===== src/rtl/gf2m_arithmetic_unit_assert.svh =====
// assertion macros for the gf2m arithmetic unit
`ifndef GF2M_ARITHMETIC_UNIT_ASSERT_SVH
`define GF2M_ARITHMETIC_UNIT_ASSERT_SVH
`ifndef SYNTHESIS
`define GF2M_ASSERT_IMPL(label, clk, rst_n, cond, consq) \
    label: assert property (@(posedge clk) disable iff (!rst_n) (cond) |-> (consq)) \
        else $error("assertion failed");
`define GF2M_ASSERT_NEXT(label, clk, rst_n, cond, consq) \
    label: assert property (@(posedge clk) disable iff (!rst_n) (cond) |=> (consq)) \
        else $error("assertion failed");
`else
`define GF2M_ASSERT_IMPL(label, clk, rst_n, cond, consq)
`define GF2M_ASSERT_NEXT(label, clk, rst_n, cond, consq)
`endif
`endif


===== src/rtl/gf2m_pkg.sv =====
// package: operation codes, widths and defaults for the gf2m arithmetic unit
package gf2m_pkg;
    localparam int DEFAULT_MAX_DEGREE = 32;
    localparam int DEG_W = 6;
    localparam int DATA_W = 32;
    localparam logic [DEG_W-1:0] RESET_DEGREE = 6'd8;
    localparam logic [DATA_W-1:0] RESET_POLY = 32'd27;

    typedef enum logic [2:0] {
        OP_ADD = 3'd0, OP_SUB = 3'd1, OP_MUL = 3'd2, OP_DIV = 3'd3,
        OP_INV = 3'd4, OP_SQR = 3'd5, OP_TRACE = 3'd6, OP_POW = 3'd7
    } op_t;

    typedef enum logic [0:0] {
        REG_DEGREE = 1'b0, REG_POLY = 1'b1
    } reg_idx_t;
endpackage


===== src/rtl/gf2m_arithmetic_unit.sv =====
// gf2m arithmetic unit: sequencer around one bit-serial field multiplier
//
// channel   dir   contents
// s_axis    in    tdata: req_type[2:0], operand_a, operand_b, exponent (+pad)
// m_axis    out   tdata: result[31:0], error[32] (+pad)
// cfg       in    cfg_index selects degree (0) or polynomial (1), cfg_data value
//
// every multiply runs on the shared shift-and-add unit (m = degree, clamped to 2..MAX_DEGREE)
// multiplies per item: add/sub none; mul/square one; trace m-1 squarings;
// power 32 squarings and one multiply per set exponent bit
// inverse: m squarings, m-1 multiplies and a check multiply; divide one more
// s_tready is low from acceptance until the result is taken and while cfg_valid is high;
// reset is synchronous on aresetn and resets only the state, degree and polynomial registers
`include "gf2m_arithmetic_unit_assert.svh"
module gf2m_arithmetic_unit #(
    parameter int MAX_DEGREE = gf2m_pkg::DEFAULT_MAX_DEGREE
) (
    input  logic          aclk,
    input  logic          aresetn,
    input  logic          s_axis_tvalid,
    output logic          s_axis_tready,
    // req_type[2:0], operand_a[34:3], operand_b[66:35], exponent[98:67], zero pad
    input  logic [103:0]  s_axis_tdata,
    output logic          m_axis_tvalid,
    input  logic          m_axis_tready,
    // result[31:0], error[32], zero pad
    output logic [39:0]   m_axis_tdata,
    input  logic          cfg_valid,
    output logic          cfg_ready,
    input  logic [0:0]    cfg_index,
    input  logic [31:0]   cfg_data
);
    localparam int EW = MAX_DEGREE;
    localparam int CW = $clog2(MAX_DEGREE + 1) + 1;
    localparam int DW = gf2m_pkg::DATA_W;
    localparam int XW = (EW > DW) ? EW : DW;
    localparam int NW = $clog2(XW + 1);
    localparam int XIW = $clog2(XW);
    localparam int IW = $clog2(EW);

    typedef enum logic [6:0] {
        S_IDLE  = 7'b0000001,
        S_SETUP = 7'b0000010,
        S_MUL   = 7'b0000100,
        S_NEXT  = 7'b0001000,
        S_DONE  = 7'b0010000,
        S_OUT   = 7'b0100000,
        S_CHK   = 7'b1000000
    } state_t;

    // what the multiplier result is used for
    typedef enum logic [2:0] {
        U_PLAIN, U_SQ, U_MULA, U_CHECK, U_DIVF, U_TSQ, U_FIN
    } use_t;

    state_t state_reg, state_next;
    logic [gf2m_pkg::DEG_W-1:0] deg_reg;
    logic [DW-1:0]  poly_reg;
    gf2m_pkg::op_t  op_reg;
    logic [EW-1:0]  a_reg, b_reg, r_reg, t_reg, s_reg;
    logic [XW-1:0]  e_reg;
    logic [NW-1:0]  ecnt_reg;   // exponent bits left
    logic           inv_reg;    // power computes inverse
    use_t           use_reg;
    logic [CW-1:0]  bit_reg;    // multiplier bits left
    logic [CW-1:0]  tcnt_reg;
    logic [EW-1:0]  acc_reg, ma_reg, mb_reg;
    logic [DW-1:0]  res_reg;
    logic           err_reg;
    logic           in_fire;
    logic           is_inv_op;
    logic           seq_done;

    // effective degree and masks
    logic [CW-1:0]  m_eff;
    logic [EW-1:0]  mask, pmask;
    always_comb begin
        if (deg_reg < 6'd2) m_eff = CW'(2);
        else if (32'(deg_reg) > MAX_DEGREE) m_eff = CW'(MAX_DEGREE);
        else m_eff = CW'(deg_reg);
        for (int i = 0; i < EW; i++) mask[i] = (i < int'(m_eff));
        pmask = EW'(poly_reg) & mask;
    end

    // one shift-and-add step
    logic [EW-1:0] acc_step;
    logic          top_bit;
    always_comb begin
        top_bit = acc_reg[IW'(m_eff - CW'(1))];
        acc_step = (acc_reg << 1) & mask;
        if (top_bit) acc_step = acc_step ^ pmask;
        if (mb_reg[IW'(bit_reg - CW'(1))]) acc_step = acc_step ^ ma_reg;
    end

    assign s_axis_tready = (state_reg == S_IDLE) && !cfg_valid;
    assign cfg_ready = (state_reg == S_IDLE);
    assign m_axis_tvalid = (state_reg == S_OUT);
    assign m_axis_tdata = {7'd0, err_reg, res_reg};
    assign in_fire = s_axis_tvalid && s_axis_tready;
    assign is_inv_op = (op_reg == gf2m_pkg::OP_DIV) || (op_reg == gf2m_pkg::OP_INV);

    // no further multiply is needed for the current item
    always_comb begin
        unique case (op_reg)
            gf2m_pkg::OP_ADD, gf2m_pkg::OP_SUB: seq_done = 1'b1;
            gf2m_pkg::OP_MUL, gf2m_pkg::OP_SQR: seq_done = (use_reg != U_PLAIN);
            gf2m_pkg::OP_TRACE: seq_done = (tcnt_reg >= m_eff);
            default: seq_done = !((use_reg == U_SQ && (ecnt_reg != '0 || inv_reg))
                                  || use_reg == U_MULA || use_reg == U_DIVF);
        endcase
    end

    always_comb begin
        state_next = state_reg;
        unique case (state_reg)
            S_IDLE:  if (in_fire) state_next = S_SETUP;
            S_SETUP: state_next = S_NEXT;
            S_MUL:   if (bit_reg == CW'(1)) state_next = S_NEXT;
            S_NEXT:  state_next = seq_done ? S_DONE : S_MUL;
            S_CHK:   state_next = S_NEXT;
            S_DONE:  state_next = S_OUT;
            S_OUT:   if (m_axis_tready) state_next = S_IDLE;
            default: state_next = S_IDLE;
        endcase
    end

    always_ff @(posedge aclk) begin
        if (!aresetn) begin
            state_reg <= S_IDLE;
            deg_reg <= gf2m_pkg::RESET_DEGREE;
            poly_reg <= gf2m_pkg::RESET_POLY;
        end else begin
            state_reg <= state_next;
            if (cfg_valid && cfg_ready) begin
                unique case (gf2m_pkg::reg_idx_t'(cfg_index))
                    gf2m_pkg::REG_DEGREE: deg_reg <= cfg_data[gf2m_pkg::DEG_W-1:0];
                    gf2m_pkg::REG_POLY:   poly_reg <= cfg_data;
                    default: ;
                endcase
            end
        end
    end

    // datapath and sequencing decisions
    logic [EW-1:0] prod;
    assign prod = acc_step;
    always_ff @(posedge aclk) begin
        unique case (state_reg)
            S_IDLE: if (in_fire) begin
                op_reg <= gf2m_pkg::op_t'(s_axis_tdata[2:0]);
                a_reg <= EW'(s_axis_tdata[34:3]);
                b_reg <= EW'(s_axis_tdata[66:35]);
                e_reg <= XW'(s_axis_tdata[98:67]);
            end
            S_SETUP: begin
                // divide inverts b first and keeps a in t_reg for the final multiply
                a_reg <= ((op_reg == gf2m_pkg::OP_DIV) ? b_reg : a_reg) & mask;
                b_reg <= b_reg & mask;
                t_reg <= a_reg & mask;
                s_reg <= a_reg & mask;
                r_reg <= EW'(1);
                err_reg <= 1'b0;
                res_reg <= (op_reg == gf2m_pkg::OP_ADD || op_reg == gf2m_pkg::OP_SUB)
                           ? DW'((a_reg ^ b_reg) & mask) : '0;
                inv_reg <= is_inv_op;
                ecnt_reg <= is_inv_op ? NW'(m_eff) : NW'(DW);
                tcnt_reg <= CW'(1);
                if (is_inv_op) e_reg <= XW'(mask - EW'(1));
                unique case (op_reg)
                    gf2m_pkg::OP_DIV, gf2m_pkg::OP_INV, gf2m_pkg::OP_POW: use_reg <= U_SQ;
                    gf2m_pkg::OP_TRACE: use_reg <= U_TSQ;
                    default: use_reg <= U_PLAIN;
                endcase
            end
            S_NEXT: begin
                // choose the next multiply, or finish
                acc_reg <= '0;
                bit_reg <= m_eff;
                unique case (op_reg)
                    gf2m_pkg::OP_ADD, gf2m_pkg::OP_SUB: ;
                    gf2m_pkg::OP_MUL, gf2m_pkg::OP_SQR: begin
                        if (use_reg == U_PLAIN) begin
                            ma_reg <= a_reg;
                            mb_reg <= (op_reg == gf2m_pkg::OP_SQR) ? a_reg : b_reg;
                            use_reg <= U_CHECK;
                        end
                    end
                    gf2m_pkg::OP_TRACE: begin
                        if (tcnt_reg < m_eff) begin
                            ma_reg <= t_reg;
                            mb_reg <= t_reg;
                            tcnt_reg <= tcnt_reg + CW'(1);
                        end else begin
                            res_reg <= DW'(s_reg[0]);
                        end
                    end
                    default: begin
                        // power ladder, shared by inverse and divide
                        if (use_reg == U_SQ && ecnt_reg != '0) begin
                            ma_reg <= r_reg;
                            mb_reg <= r_reg;
                        end else if (use_reg == U_MULA) begin
                            ma_reg <= r_reg;
                            mb_reg <= a_reg;
                        end else if (use_reg == U_SQ && !inv_reg) begin
                            res_reg <= DW'(r_reg);
                        end else if (use_reg == U_SQ) begin
                            ma_reg <= a_reg;
                            mb_reg <= r_reg;
                            use_reg <= U_CHECK;
                        end else if (use_reg == U_DIVF) begin
                            ma_reg <= t_reg;
                            mb_reg <= r_reg;
                        end
                    end
                endcase
            end
            S_MUL: begin
                acc_reg <= acc_step;
                bit_reg <= bit_reg - CW'(1);
                if (bit_reg == CW'(1)) begin
                    unique case (use_reg)
                        U_SQ: begin
                            r_reg <= prod;
                            ecnt_reg <= ecnt_reg - NW'(1);
                            if (e_reg[XIW'(ecnt_reg - NW'(1))]) use_reg <= U_MULA;
                        end
                        U_MULA: begin
                            r_reg <= prod;
                            use_reg <= U_SQ;
                        end
                        U_TSQ: begin
                            t_reg <= prod;
                            s_reg <= s_reg ^ prod;
                        end
                        U_CHECK: begin
                            if (op_reg == gf2m_pkg::OP_MUL || op_reg == gf2m_pkg::OP_SQR) begin
                                res_reg <= DW'(prod);
                                use_reg <= U_FIN;
                            end else if (prod != EW'(1)) begin
                                err_reg <= 1'b1;
                                res_reg <= '0;
                                use_reg <= U_PLAIN;
                            end else if (op_reg == gf2m_pkg::OP_DIV) begin
                                use_reg <= U_DIVF;
                            end else begin
                                res_reg <= DW'(r_reg);
                                use_reg <= U_PLAIN;
                            end
                        end
                        U_DIVF: begin
                            res_reg <= DW'(prod);
                            use_reg <= U_PLAIN;
                        end
                        default: ;
                    endcase
                end
            end
            default: ;
        endcase
    end

    `GF2M_ASSERT_IMPL(a_out_idle, aclk, aresetn, m_axis_tvalid, !s_axis_tready)
    `GF2M_ASSERT_NEXT(a_hold, aclk, aresetn, m_axis_tvalid && !m_axis_tready, m_axis_tvalid)
    `GF2M_ASSERT_IMPL(a_err_zero, aclk, aresetn, m_axis_tvalid && err_reg, res_reg == '0)
endmodule


===== config.mk =====
export PLATFORM = sky130hd
export DESIGN_NAME = gf2m_arithmetic_unit
export DESIGN_NICKNAME = d
export VERILOG_FILES = /design/src/rtl/gf2m_pkg.sv /design/src/rtl/gf2m_arithmetic_unit.sv
export VERILOG_INCLUDE_DIRS = /design/src /design/src/rtl
export SDC_FILE = /design/constraint.sdc
export NUM_CORES = 1
export LEC_CHECK = 0
export ABC_AREA = 0
export BUFFER_PORTS_ARGS = -buffer_cell sky130_fd_sc_hd__buf_4
export CAP_MARGIN = 30
export CORE_MARGIN = 1.5
export CORE_UTILIZATION = 40
export DETAILED_ROUTE_END_ITERATION = 12
export PLACE_DENSITY = 0.55
export RECOVER_POWER = 50
export SETUP_SLACK_MARGIN = 0.05
export SYNTH_ARGS = -nofsm -noshare
export SYNTH_HDL_FRONTEND = slang
export SYNTH_SLANG_ARGS = --single-unit

===== constraint.sdc =====
create_clock -name aclk -period 7.34 [get_ports aclk]
set_input_delay 0.367 -clock aclk [delete_from_list [all_inputs] [get_ports aclk]]
set_output_delay 0.367 -clock aclk [all_outputs]
set_load 0.1 [all_outputs]

# ---- Yosys cells after proc, flatten, opt, wreduce, memory -nomap -nowiden
# Index checks and enable logic that the tools add are counted.
dict set report classes {
  add_sub_neg 5
  order_cmp 39
  eq_ne 51
  mux 89
  bitwise_logic 12
  n_reduce_logical 46
}
# operator count
set op_table {}
lappend op_table {{2-to-1 mux 32 bit} 36}
lappend op_table {{case mux 32 bit (2 select lines)} 9}
lappend op_table {{case mux 32 bit (3 select lines)} 3}
lappend op_table {{AND 32 bit} 6}
lappend op_table {{bitwise XOR 32 bit} 4}
lappend op_table {{< comparator 5 x 7 -> 1 bit, first input constant} 16}
lappend op_table {{< comparator 4 x 7 -> 1 bit, first input constant} 8}
lappend op_table {{case mux 7 bit (6 select lines)} 1}
lappend op_table {{2-to-1 mux 7 bit} 5}
lappend op_table {{!= test 3 bit, second input constant} 11}
lappend op_table {{!= test 32 x 1 -> 1 bit, second input constant} 1}
lappend op_table {{subtractor 32 x 1 -> 32 bit, second input constant} 1}
lappend op_table {{2-to-1 mux 3 bit} 10}
lappend op_table {{2-to-1 mux 6 bit} 5}
lappend op_table {{< comparator 3 x 7 -> 1 bit, first input constant} 4}
lappend op_table {{case mux 7 bit (2 select lines)} 2}
lappend op_table {{!= test 2 bit, second input constant} 13}
lappend op_table {{equality test 3 bit, second input constant} 6}
lappend op_table {{< comparator 5 x 6 -> 1 bit, second input constant} 3}
lappend op_table {{AND reduction 3 bit} 6}
lappend op_table {{binary-select mux 1 bit (select 5 bit)} 3}
lappend op_table {{equality test 7 x 1 -> 1 bit, second input constant} 2}
lappend op_table {{< comparator 1 x 7 -> 1 bit, first input constant} 2}
lappend op_table {{< comparator 2 x 7 -> 1 bit, first input constant} 2}
lappend op_table {{43 further kinds} 83}
dict set report word_totals {
  regBits 393
  output_inout_bits 43
}

# ---- Logic depth before layout (Yosys ltp)
# Gate-level depths: netlist of run 1.
dict set report depth {
  ltp_word 15
  mapped_depth 24
}

# ---- Least setup slack after synthesis of run 1
# No wires, ideal clock.
dict set report synth_timing {
  kind {reg-to-reg}
  from {register deg_reg[4] (netlist bit)}
  to {register res_reg[0], enable pin}
  arrival_ns 6.099
  setup_slack_ns 0.810
  path_stages_with_launch 22
  path_buffers 7
  cell_sequence {dfxtp_1 > clkbuf_1 > clkbuf_1 > buf_1 > nor2_1 > o21ai_0 > ha_1 > clkbuf_1 > or3b_1 > a311oi_1 > a41o_1 > a21oi_2 > a22oi_2 > clkbuf_1 > buf_2 > clkbuf_1 > o211ai_1 > nand3_1 > nor4_1 > and4_1 > and3_1 > a21oi_1}
}
dict set report synth_via {
  elab_chain_len 12
  word_cells_on_any_way 50
  cone_classes {add/sub: 1; order compare: 35; eq/ne: 3; mux: 6; bitwise: 4; reduce/logical: 1}
}
# item line
set synth_rtl {}
lappend synth_rtl {{start, declared} gf2m_arithmetic_unit.sv:57} ;# logic [gf2m_pkg::DEG_W-1:0] deg_reg;
lappend synth_rtl {{start signal, assigned} gf2m_arithmetic_unit.sv:130} ;# deg_reg <= gf2m_pkg::RESET_DEGREE;
lappend synth_rtl {{start signal, assigned} gf2m_arithmetic_unit.sv:136} ;# gf2m_pkg::REG_DEGREE: deg_reg <= cfg_data[gf2m_pkg::DEG_W-1:0];
lappend synth_rtl {{greater-than comparator 6 bit} gf2m_arithmetic_unit.sv:79} ;# else if (32'(deg_reg) > MAX_DEGREE) m_eff = CW'(MAX_DEGREE);
lappend synth_rtl {{2-to-1 mux 6 bit} gf2m_arithmetic_unit.sv:79}
lappend synth_rtl {{2-to-1 mux 6 bit (*)} gf2m_arithmetic_unit.sv:78} ;# if (deg_reg < 6'd2) m_eff = CW'(2);
lappend synth_rtl {{subtractor 5 x 1 -> 5 bit (tied with other cells)} gf2m_arithmetic_unit.sv:89} ;# top_bit = acc_reg[IW'(m_eff - CW'(1))];
lappend synth_rtl {{binary-select mux 1 bit (select 5 bit) (tied with other cells)} gf2m_arithmetic_unit.sv:89}
lappend synth_rtl {{2-to-1 mux 1 bit (not written as such) or bitwise XOR 32 bit (tied branches)} {gf2m_arithmetic_unit.sv:89, gf2m_arithmetic_unit.sv:91}}
lappend synth_rtl {{2-to-1 mux 32 bit} gf2m_arithmetic_unit.sv:91} ;# if (top_bit) acc_step = acc_step ^ pmask;
lappend synth_rtl {{bitwise XOR 32 bit} gf2m_arithmetic_unit.sv:92} ;# if (mb_reg[IW'(bit_reg - CW'(1))]) acc_step = acc_step ^ ma_reg;
lappend synth_rtl {{2-to-1 mux 32 bit} gf2m_arithmetic_unit.sv:92}
lappend synth_rtl {{!= test 32 x 1 -> 1 bit} gf2m_arithmetic_unit.sv:240} ;# end else if (prod != EW'(1)) begin
lappend synth_rtl {{!= test 5 bit (no source line)} --}
lappend synth_rtl {{AND reduction 9 bit (no source line) (*)} --}
lappend synth_rtl {{end signal, assigned} gf2m_arithmetic_unit.sv:238} ;# res_reg <= DW'(prod);
lappend synth_rtl {{end signal, assigned} gf2m_arithmetic_unit.sv:247} ;# res_reg <= DW'(r_reg);
lappend synth_rtl {{end signal, assigned} gf2m_arithmetic_unit.sv:252} ;# res_reg <= DW'(prod);
lappend synth_rtl {{end, declared} gf2m_arithmetic_unit.sv:68} ;# logic [DW-1:0] res_reg;
# Mark *: on every way between the ends. The rest lies on a longest branch, timed or not. The select of a mux whose other input is x is not followed.
# A chain may end at the register's enable or synchronous reset.

# ---- Worst setup path after layout of run 1
dict set report layout_timing {
  from {register state_reg[3]}
  to {register res_reg[21] (data pin)}
}
dict set report layout_via {
  elab_chain_len 2
  word_cells_on_any_way 4
  cone_classes {eq/ne: 3; mux: 1}
}
# item line
set layout_rtl {}
lappend layout_rtl {{start, declared} gf2m_arithmetic_unit.sv:56} ;# state_t state_reg, state_next;
lappend layout_rtl {{start signal, assigned} gf2m_arithmetic_unit.sv:133} ;# state_reg <= state_next;
lappend layout_rtl {{equality test 7 x 3 -> 1 bit (tied with other cells)} gf2m_arithmetic_unit.sv:148} ;# unique case (state_reg)
lappend layout_rtl {{case mux 32 bit (3 select lines) (*)} gf2m_arithmetic_unit.sv:148}
lappend layout_rtl {{end signal, assigned} gf2m_arithmetic_unit.sv:163} ;# res_reg <= (op_reg == gf2m_pkg::OP_ADD || op_reg == gf2m_pkg::OP_SUB)
lappend layout_rtl {{end signal, assigned} gf2m_arithmetic_unit.sv:194} ;# res_reg <= DW'(s_reg[0]);
lappend layout_rtl {{end signal, assigned} gf2m_arithmetic_unit.sv:206} ;# res_reg <= DW'(r_reg);
# Mark *: on every way between the ends. The rest lies on a longest branch, timed or not.

==> results.py, run 1 <==
metrics = {
    "run_status": {
        "outcome": "finished, violations left",
        "violations": "max-capacitance violations, max-slew violations",
    },
    "placement": {
        "port_buffers": 172,
        "place.gp.congestion": 0.9314,
        "dp_hpwl_um": 57430,
        "place_area_sq_um": 23460,
    },
    "floorplan": {
        "die_x_um": 234.3,
        "die_area_sq_um": 54870,
        "ios": 185,
        "start_util_pct": 40.62,
        "rows": 84,
        "die_h_um": 234.3,
        "coreArea_sq_um": 52660,
    },
    "finish": {
        "final_util_pct": 46.83,
        "nets": 2406,
        "fillers": 4925,
        "syn_to_final_growth_pct": 15.27,
        "drive_above_1_share_pct": 14.57,
        "postLayoutCellArea_sq_um": 24660,
    },
    "power": {
        "comb_power_share_pct": 28.6,
        "seqPwrFrac_pct": 40.6,
        "ir_worst_vdd_uv": 347.4,
        "p_leak_nw": 8.667,
        "intPower_mw": 4.410,
        "power.switching_mw": 2.566,
        "p_clk_share_pct": 30.8,
        "power_density_nw_per_um2": 282.9,
        "finalPower_mw": 6.976,
        "sw_frac_of_total_pct": 36.79,
    },
    "grt": {
        "grt_pass1_wl_um": 120000,
        "antenna_found_initial": 2,
        "grt_pass1_vias": 17500,
        "grt.total_usage_pct": 30.22,
        "grt_max_degree": 75,
        "grt_overflow_total": 0,
    },
    "drt": {
        "vias_per_cell": 6.336,
        "vias": 18840,
        "drtPass1Iterations": 7,
        "drt_iter0_markers": 2543,
        "routedWlPerCell_um": 28.14,
        "wl_um": 83680,
        "drc": 0,
        "ant_nets": 0,
    },
    "worst_hold_path": {
        "min_path_type": "input pin to flop",
        "hold_depth": 3,
        "worstHoldEndpoint": "poly_reg[1]",
        "hold_path_startpoint": "cfg_data[1]",
    },
    "worst_setup_path": {
        "path_max_fanout": 45,
        "endpoint_kind": "flop",
        "cp-start-kind": "flop",
        "r2r_cells": 8,
        "crit_arrival_ns": 7.08,
        "worst-setup-path-type": "flop to flop",
        "r2r_end": "res_reg[21]",
        "r2r_slack_ns": 0.70,
        "worst_ep_required_time_ns": 7.78,
        "regToRegStartpoint": "state_reg[3]",
    },
    "sta": {
        "setup_viol": 0,
        "fmax_mhz": 150.6,
        "fin_hold_ws_ns": 0.01614,
        "tightest_slew_ns": 3.631,
        "fin_crit_ns": 6.642,
        "drv_slew": 498,
        "rsz0062_at_grt": "no",
        "final.setup.tns_ns": 0,
        "period_share_pct": 90.49,
        "skew_ns": 0.02487,
        "relSlewSlack_pct": -142.0,
        "report.final.hold_viol_count": 0,
    },
    "yosys": {
        "netlist_instances": 2160,
        "synth_area_sq_um": 21390,
        "synthFlopType": "edfxtp_1",
        "ys_types": 86,
        "ys_warn_count": 0,
        "avgSynthCellArea_sq_um": 9.903,
        "synth-seq-cells": 361,
        "synth-edff-count": 317,
        "async_flop_share_pct": 0,
        "seq_area_frac_synth_pct": 48.62,
    },
    "clock_tree": {
        "cts_buffer_depth": 3,
        "cts-htree-levels": 2,
        "clkTransAtPathRegs_ns": 0.06,
        "cts_tree": "built",
        "post_cts_buffers": 0,
        "cts-buffers-inserted": 43,
        "clk_latency_ns": 0.59,
        "clockRootBuffer": "clkbuf_16",
        "holdBufCountCts": 4,
        "cts_resized": 0,
        "clock_sink_count": 361,
    },
    "job": {
        "drv_cap": 13,
    },
}
==> routing by layer <==
metal	share of wire (%)	wire length, um	track usage [%]	vias to the layer above
met2	44	36800	45.62	1113
met5	0	0	0	-
met4	4.0	3343	11.62	0
met3	11	8870	6.007	154
li1	-	-	-	8249
met1	41	34670	42.61	9326
==> logic make-up after synthesis <==
kind of cell	Yosys count	synth area share, %
AND/OR/NAND/NOR	749	15.72
AO/OA/AOI/OAI	560	18.34
flip-flops	361	48.62
buffers and inverters	232	4.293
multiplexers	145	8.131
XOR/XNOR	99	4.118
adder cells (fa/ha/maj)	13	0.7604
other	1	0.01753
==> synthesized netlist by cell type, types with 39 or more instances <==
master / instances / area (sq um)
nand2_1: 400 / 1501
edfxtp_1: 317 / 9519
clkbuf_1: 155 / 581.8
o21ai_0: 116 / 580.6
mux2i_1: 113 / 1131
nor2_1: 110 / 412.9
nand3_1: 67 / 335.3
a22oi_1: 65 / 488.0
xnor2_1: 63 / 551.8
a21oi_1: 45 / 225.2
dfxtp_1: 44 / 880.8
o21ai_1: 39 / 195.2
==> worst max path at each step <==
stage | startpoint | end | cells after the start
detailed placement | deg_reg[2] | res_reg[9] | 18
CTS | deg_reg[2] | res_reg[9] | 18
finish | state_reg[3] | res_reg[21] | 8
global placement | deg_reg[2] | res_reg[21] | 18
global route | state_reg[5] | res_reg[21] | 8
floorplan | deg_reg[4] | res_reg[0] | 21
==> metrics by stage <==
step                      setup slack [ns]  instances
after floorplan                     0.8095       2168
after global placement               1.460       2884
after detailed placement             1.380       2890
after CTS                            1.378       2973
after global routing                0.6298       2973
final                               0.6979       2974
==> placed cells by master (no fill, tap or decap), types with 11 or more instances in the layout <==
master	netlist	layout
mux4_2	22	22
nor3_1	33	33
xor2_1	35	35
nand2b_1	13	13
nand3_1	67	64
a22oi_1	65	65
o21ai_0	116	114
a22o_1	12	12
nor2_1	110	105
clkbuf_16	0	46
inv_1	31	30
dfxtp_1	44	44
mux2i_1	113	113
a21boi_0	31	31
a21oi_1	45	43
a211oi_1	12	12
or3_1	11	11
xnor2_1	63	63
o21ai_1	39	40
ha_1	13	13
a21o_1	13	12
a31oi_1	19	19
a31o_2	17	17
nand2_1	400	397
o31ai_1	26	26
o211ai_1	17	17
o221ai_1	34	34
clkinv_2	0	11
edfxtp_1	317	317
a221oi_1	29	29
and2_1	24	22
clkbuf_1	155	56
buf_4	8	175
and3_1	16	16
nor2b_1	17	16
==> power by group through the flow <==
stage	sequential [mW]	combinational [mW]	clock (mW)
detailed placement	2.86	1.99	0
floorplan	2.81	1.26	0
CTS	2.82	2.00	2.17
finish	2.83	2.00	2.15
global route	2.86	2.12	2.24
global placement	2.85	1.94	0
==> layout make-up <==
type                       count  area, sq um  area share [%]
sequential                   361        10400           42.18
multi-input combinational   1575        10210           41.40
timing repair buffer         237         1672           6.779
clock buffer                  55         1202           4.876
tap                          688        860.8           3.491
clock inverter                24        185.2          0.7510
inverter                      33        126.4          0.5125
antenna                        1        2.502         0.01015
==> critical path: stages, from the launching register on <==
cell and delay [ns]:
dfxtp_1 0.38, nor3_1 0.13, nand3_4 0.09, clkbuf_1 1.58
clkbuf_1 1.99, nand3_2 1.45, nor3_1 0.55, a221oi_1 0.11
o21ai_1 0.13
No activity file was read; power rests on OpenSTA's default activity.
==> run 2, diff against run 1 <==
--- a/config.mk
+++ b/config.mk
@@ -10,9 +10,9 @@
 export BUFFER_PORTS_ARGS = -buffer_cell sky130_fd_sc_hd__buf_4
 export CAP_MARGIN = 30
 export CORE_MARGIN = 1.5
-export CORE_UTILIZATION = 40
+export CORE_UTILIZATION = 61
 export DETAILED_ROUTE_END_ITERATION = 12
-export PLACE_DENSITY = 0.55
+export PLACE_DENSITY = 0.79
 export RECOVER_POWER = 50
 export SETUP_SLACK_MARGIN = 0.05
 export SYNTH_ARGS = -nofsm -noshare
==> results.py, run 2 (synthesized netlist as in run 1, its figures left out) <==
metrics = {
    "run_status": {
        "outcome": "finished, violations left",
        "violations": "max-capacitance violations, max-slew violations",
    },
    "worst_setup_path": {
        "r2r_cells": 6,
        "regToRegStartpoint": "op_reg[2]",
        "r2r_slack_ns": 0.77,
        "path_max_fanout": 64,
        "crit_start": "op_reg[2]",
        "endpoint_kind": "flop",
        "cp-start-kind": "flop",
        "crit_arrival_ns": 6.61,
        "worst_ep_required_time_ns": 7.38,
        "worst-setup-path-type": "flop to flop",
    },
    "clock_tree": {
        "cts-buffers-inserted": 40,
        "cts-htree-levels": 2,
        "clock_sink_count": 361,
        "cts_resized": 0,
        "clk_latency_ns": 0.56,
        "clkTransAtPathRegs_ns": 0.06,
        "clockRootBuffer": "clkbuf_16",
        "holdBufCountCts": 3,
        "cts_buffer_depth": 3,
        "cts_tree": "built",
        "post_cts_buffers": 0,
    },
    "grt": {
        "grt_max_degree": 80,
        "grt_pass1_wl_um": 111800,
        "grt_pass1_vias": 18220,
        "antenna_found_initial": 2,
        "grt_overflow_total": 0,
        "grt.total_usage_pct": 41.80,
    },
    "power": {
        "p_clk_share_pct": 29.9,
        "intPower_mw": 4.371,
        "ir_worst_vdd_uv": 249.4,
        "sw_frac_of_total_pct": 36.28,
        "power_density_nw_per_um2": 283.5,
        "seqPwrFrac_pct": 41.2,
        "power.switching_mw": 2.489,
        "comb_power_share_pct": 28.8,
        "p_leak_nw": 8.585,
    },
    "sta": {
        "relSlewSlack_pct": -211.4,
        "setup_viol": 0,
        "skew_ns": 0.02082,
        "drv_slew": 520,
        "tightest_slew_ns": 4.671,
        "period_share_pct": 89.49,
        "rsz0062_at_grt": "no",
        "fin_hold_ws_ns": 0.03807,
        "final.setup.tns_ns": 0,
        "report.final.hold_viol_count": 0,
        "fin_crit_ns": 6.569,
        "fmax_mhz": 152.2,
    },
    "finish": {
        "fillers": 2625,
        "final_cell_mix": "397 x nand2_1, 317 x edfxtp_1, 171 x buf_4",
        "multi_input_area_sq_um": 10200,
        "syn_to_final_growth_pct": 13.14,
        "ff_latch_area_sq_um": 10400,
        "final_common_cell": "nand2_1",
        "nets": 2395,
        "drive_above_1_share_pct": 14.10,
        "final_util_pct": 70.06,
    },
    "drt": {
        "drt_iter0_markers": 3193,
        "drc": 0,
        "drtPass1Iterations": 7,
        "vias": 19350,
        "routedWlPerCell_um": 27.88,
        "vias_per_cell": 7.096,
        "wl_um": 76040,
        "ant_nets": 0,
    },
    "job": {
        "drv_cap": 10,
    },
    "placement": {
        "dp_hpwl_um": 49930,
        "port_buffers": 172,
        "place.gp.congestion": 0.9719,
    },
    "floorplan": {
        "coreArea_sq_um": 34540,
        "ios": 185,
        "rows": 68,
        "die_x_um": 190.3,
        "die_h_um": 190.3,
        "start_util_pct": 61.92,
        "die_area_sq_um": 36200,
    },
    "worst_hold_path": {
        "hold_path_startpoint": "cfg_data[0]",
        "min_path_type": "input pin to flop",
        "hold_depth": 3,
    },
}
run 2: power groups by stage:
stage | logic [mW] | registers [mW] | clock network [mW]
after floorplan | 1.26 | 2.81 | 0
after CTS | 1.93 | 2.80 | 2.05
after global placement | 1.86 | 2.82 | 0
final | 1.98 | 2.83 | 2.05
after detailed placement | 1.92 | 2.84 | 0
after global routing | 2.07 | 2.85 | 2.12
run 2: per-layer routing:
layer	GRT usage [%]	share of wire, %	vias up
met5	0.1374	0	-
li1	-	-	8212
met4	22.26	6.9	0
met3	13.93	16	334
met2	60.74	42	1688
met1	55.53	35	9118
run 2: through the flow:
| step | total power [mW] | instances | cell area [sq um] | worst slack, ns |
|---|---|---|---|---|
| after floorplan | 4.075 | 2168 | 21420 | 0.8095 |
| after global placement | 4.683 | 2644 | 22980 | 1.615 |
| after detailed placement | 4.756 | 2648 | 23050 | 1.481 |
| after CTS | 6.777 | 2723 | 24380 | 1.439 |
| after global routing | 7.040 | 2725 | 24200 | 0.9126 |
| final | 6.860 | 2727 | 24200 | 0.7713 |
run 2: final timing paths:
| check | end |
|---|---|
| max | ma_reg[25] |
| min | poly_reg[0] |
| max reg2reg | ma_reg[25] |
| min reg2reg | poly_reg[23] |
run 2: critical path: stages (launching register included):
cell      delay (ns)
edfxtp_1        0.51
inv_1           1.32
and2_0          0.29
a21oi_1         0.08
nand2_2         0.11
clkbuf_1        2.55
o21ai_0         1.11
run 2: cell type report:
cell class | count | area share, %
Inverter | 33 | 0.5222
Clock buffer | 53 | 4.643
Tap cell | 455 | 2.352
Antenna cell | 2 | 0.02068
Sequential cell | 361 | 42.97
Timing Repair Buffer | 229 | 6.597
Clock inverter | 19 | 0.7445
Multi-Input combinational cell | 1575 | 42.15
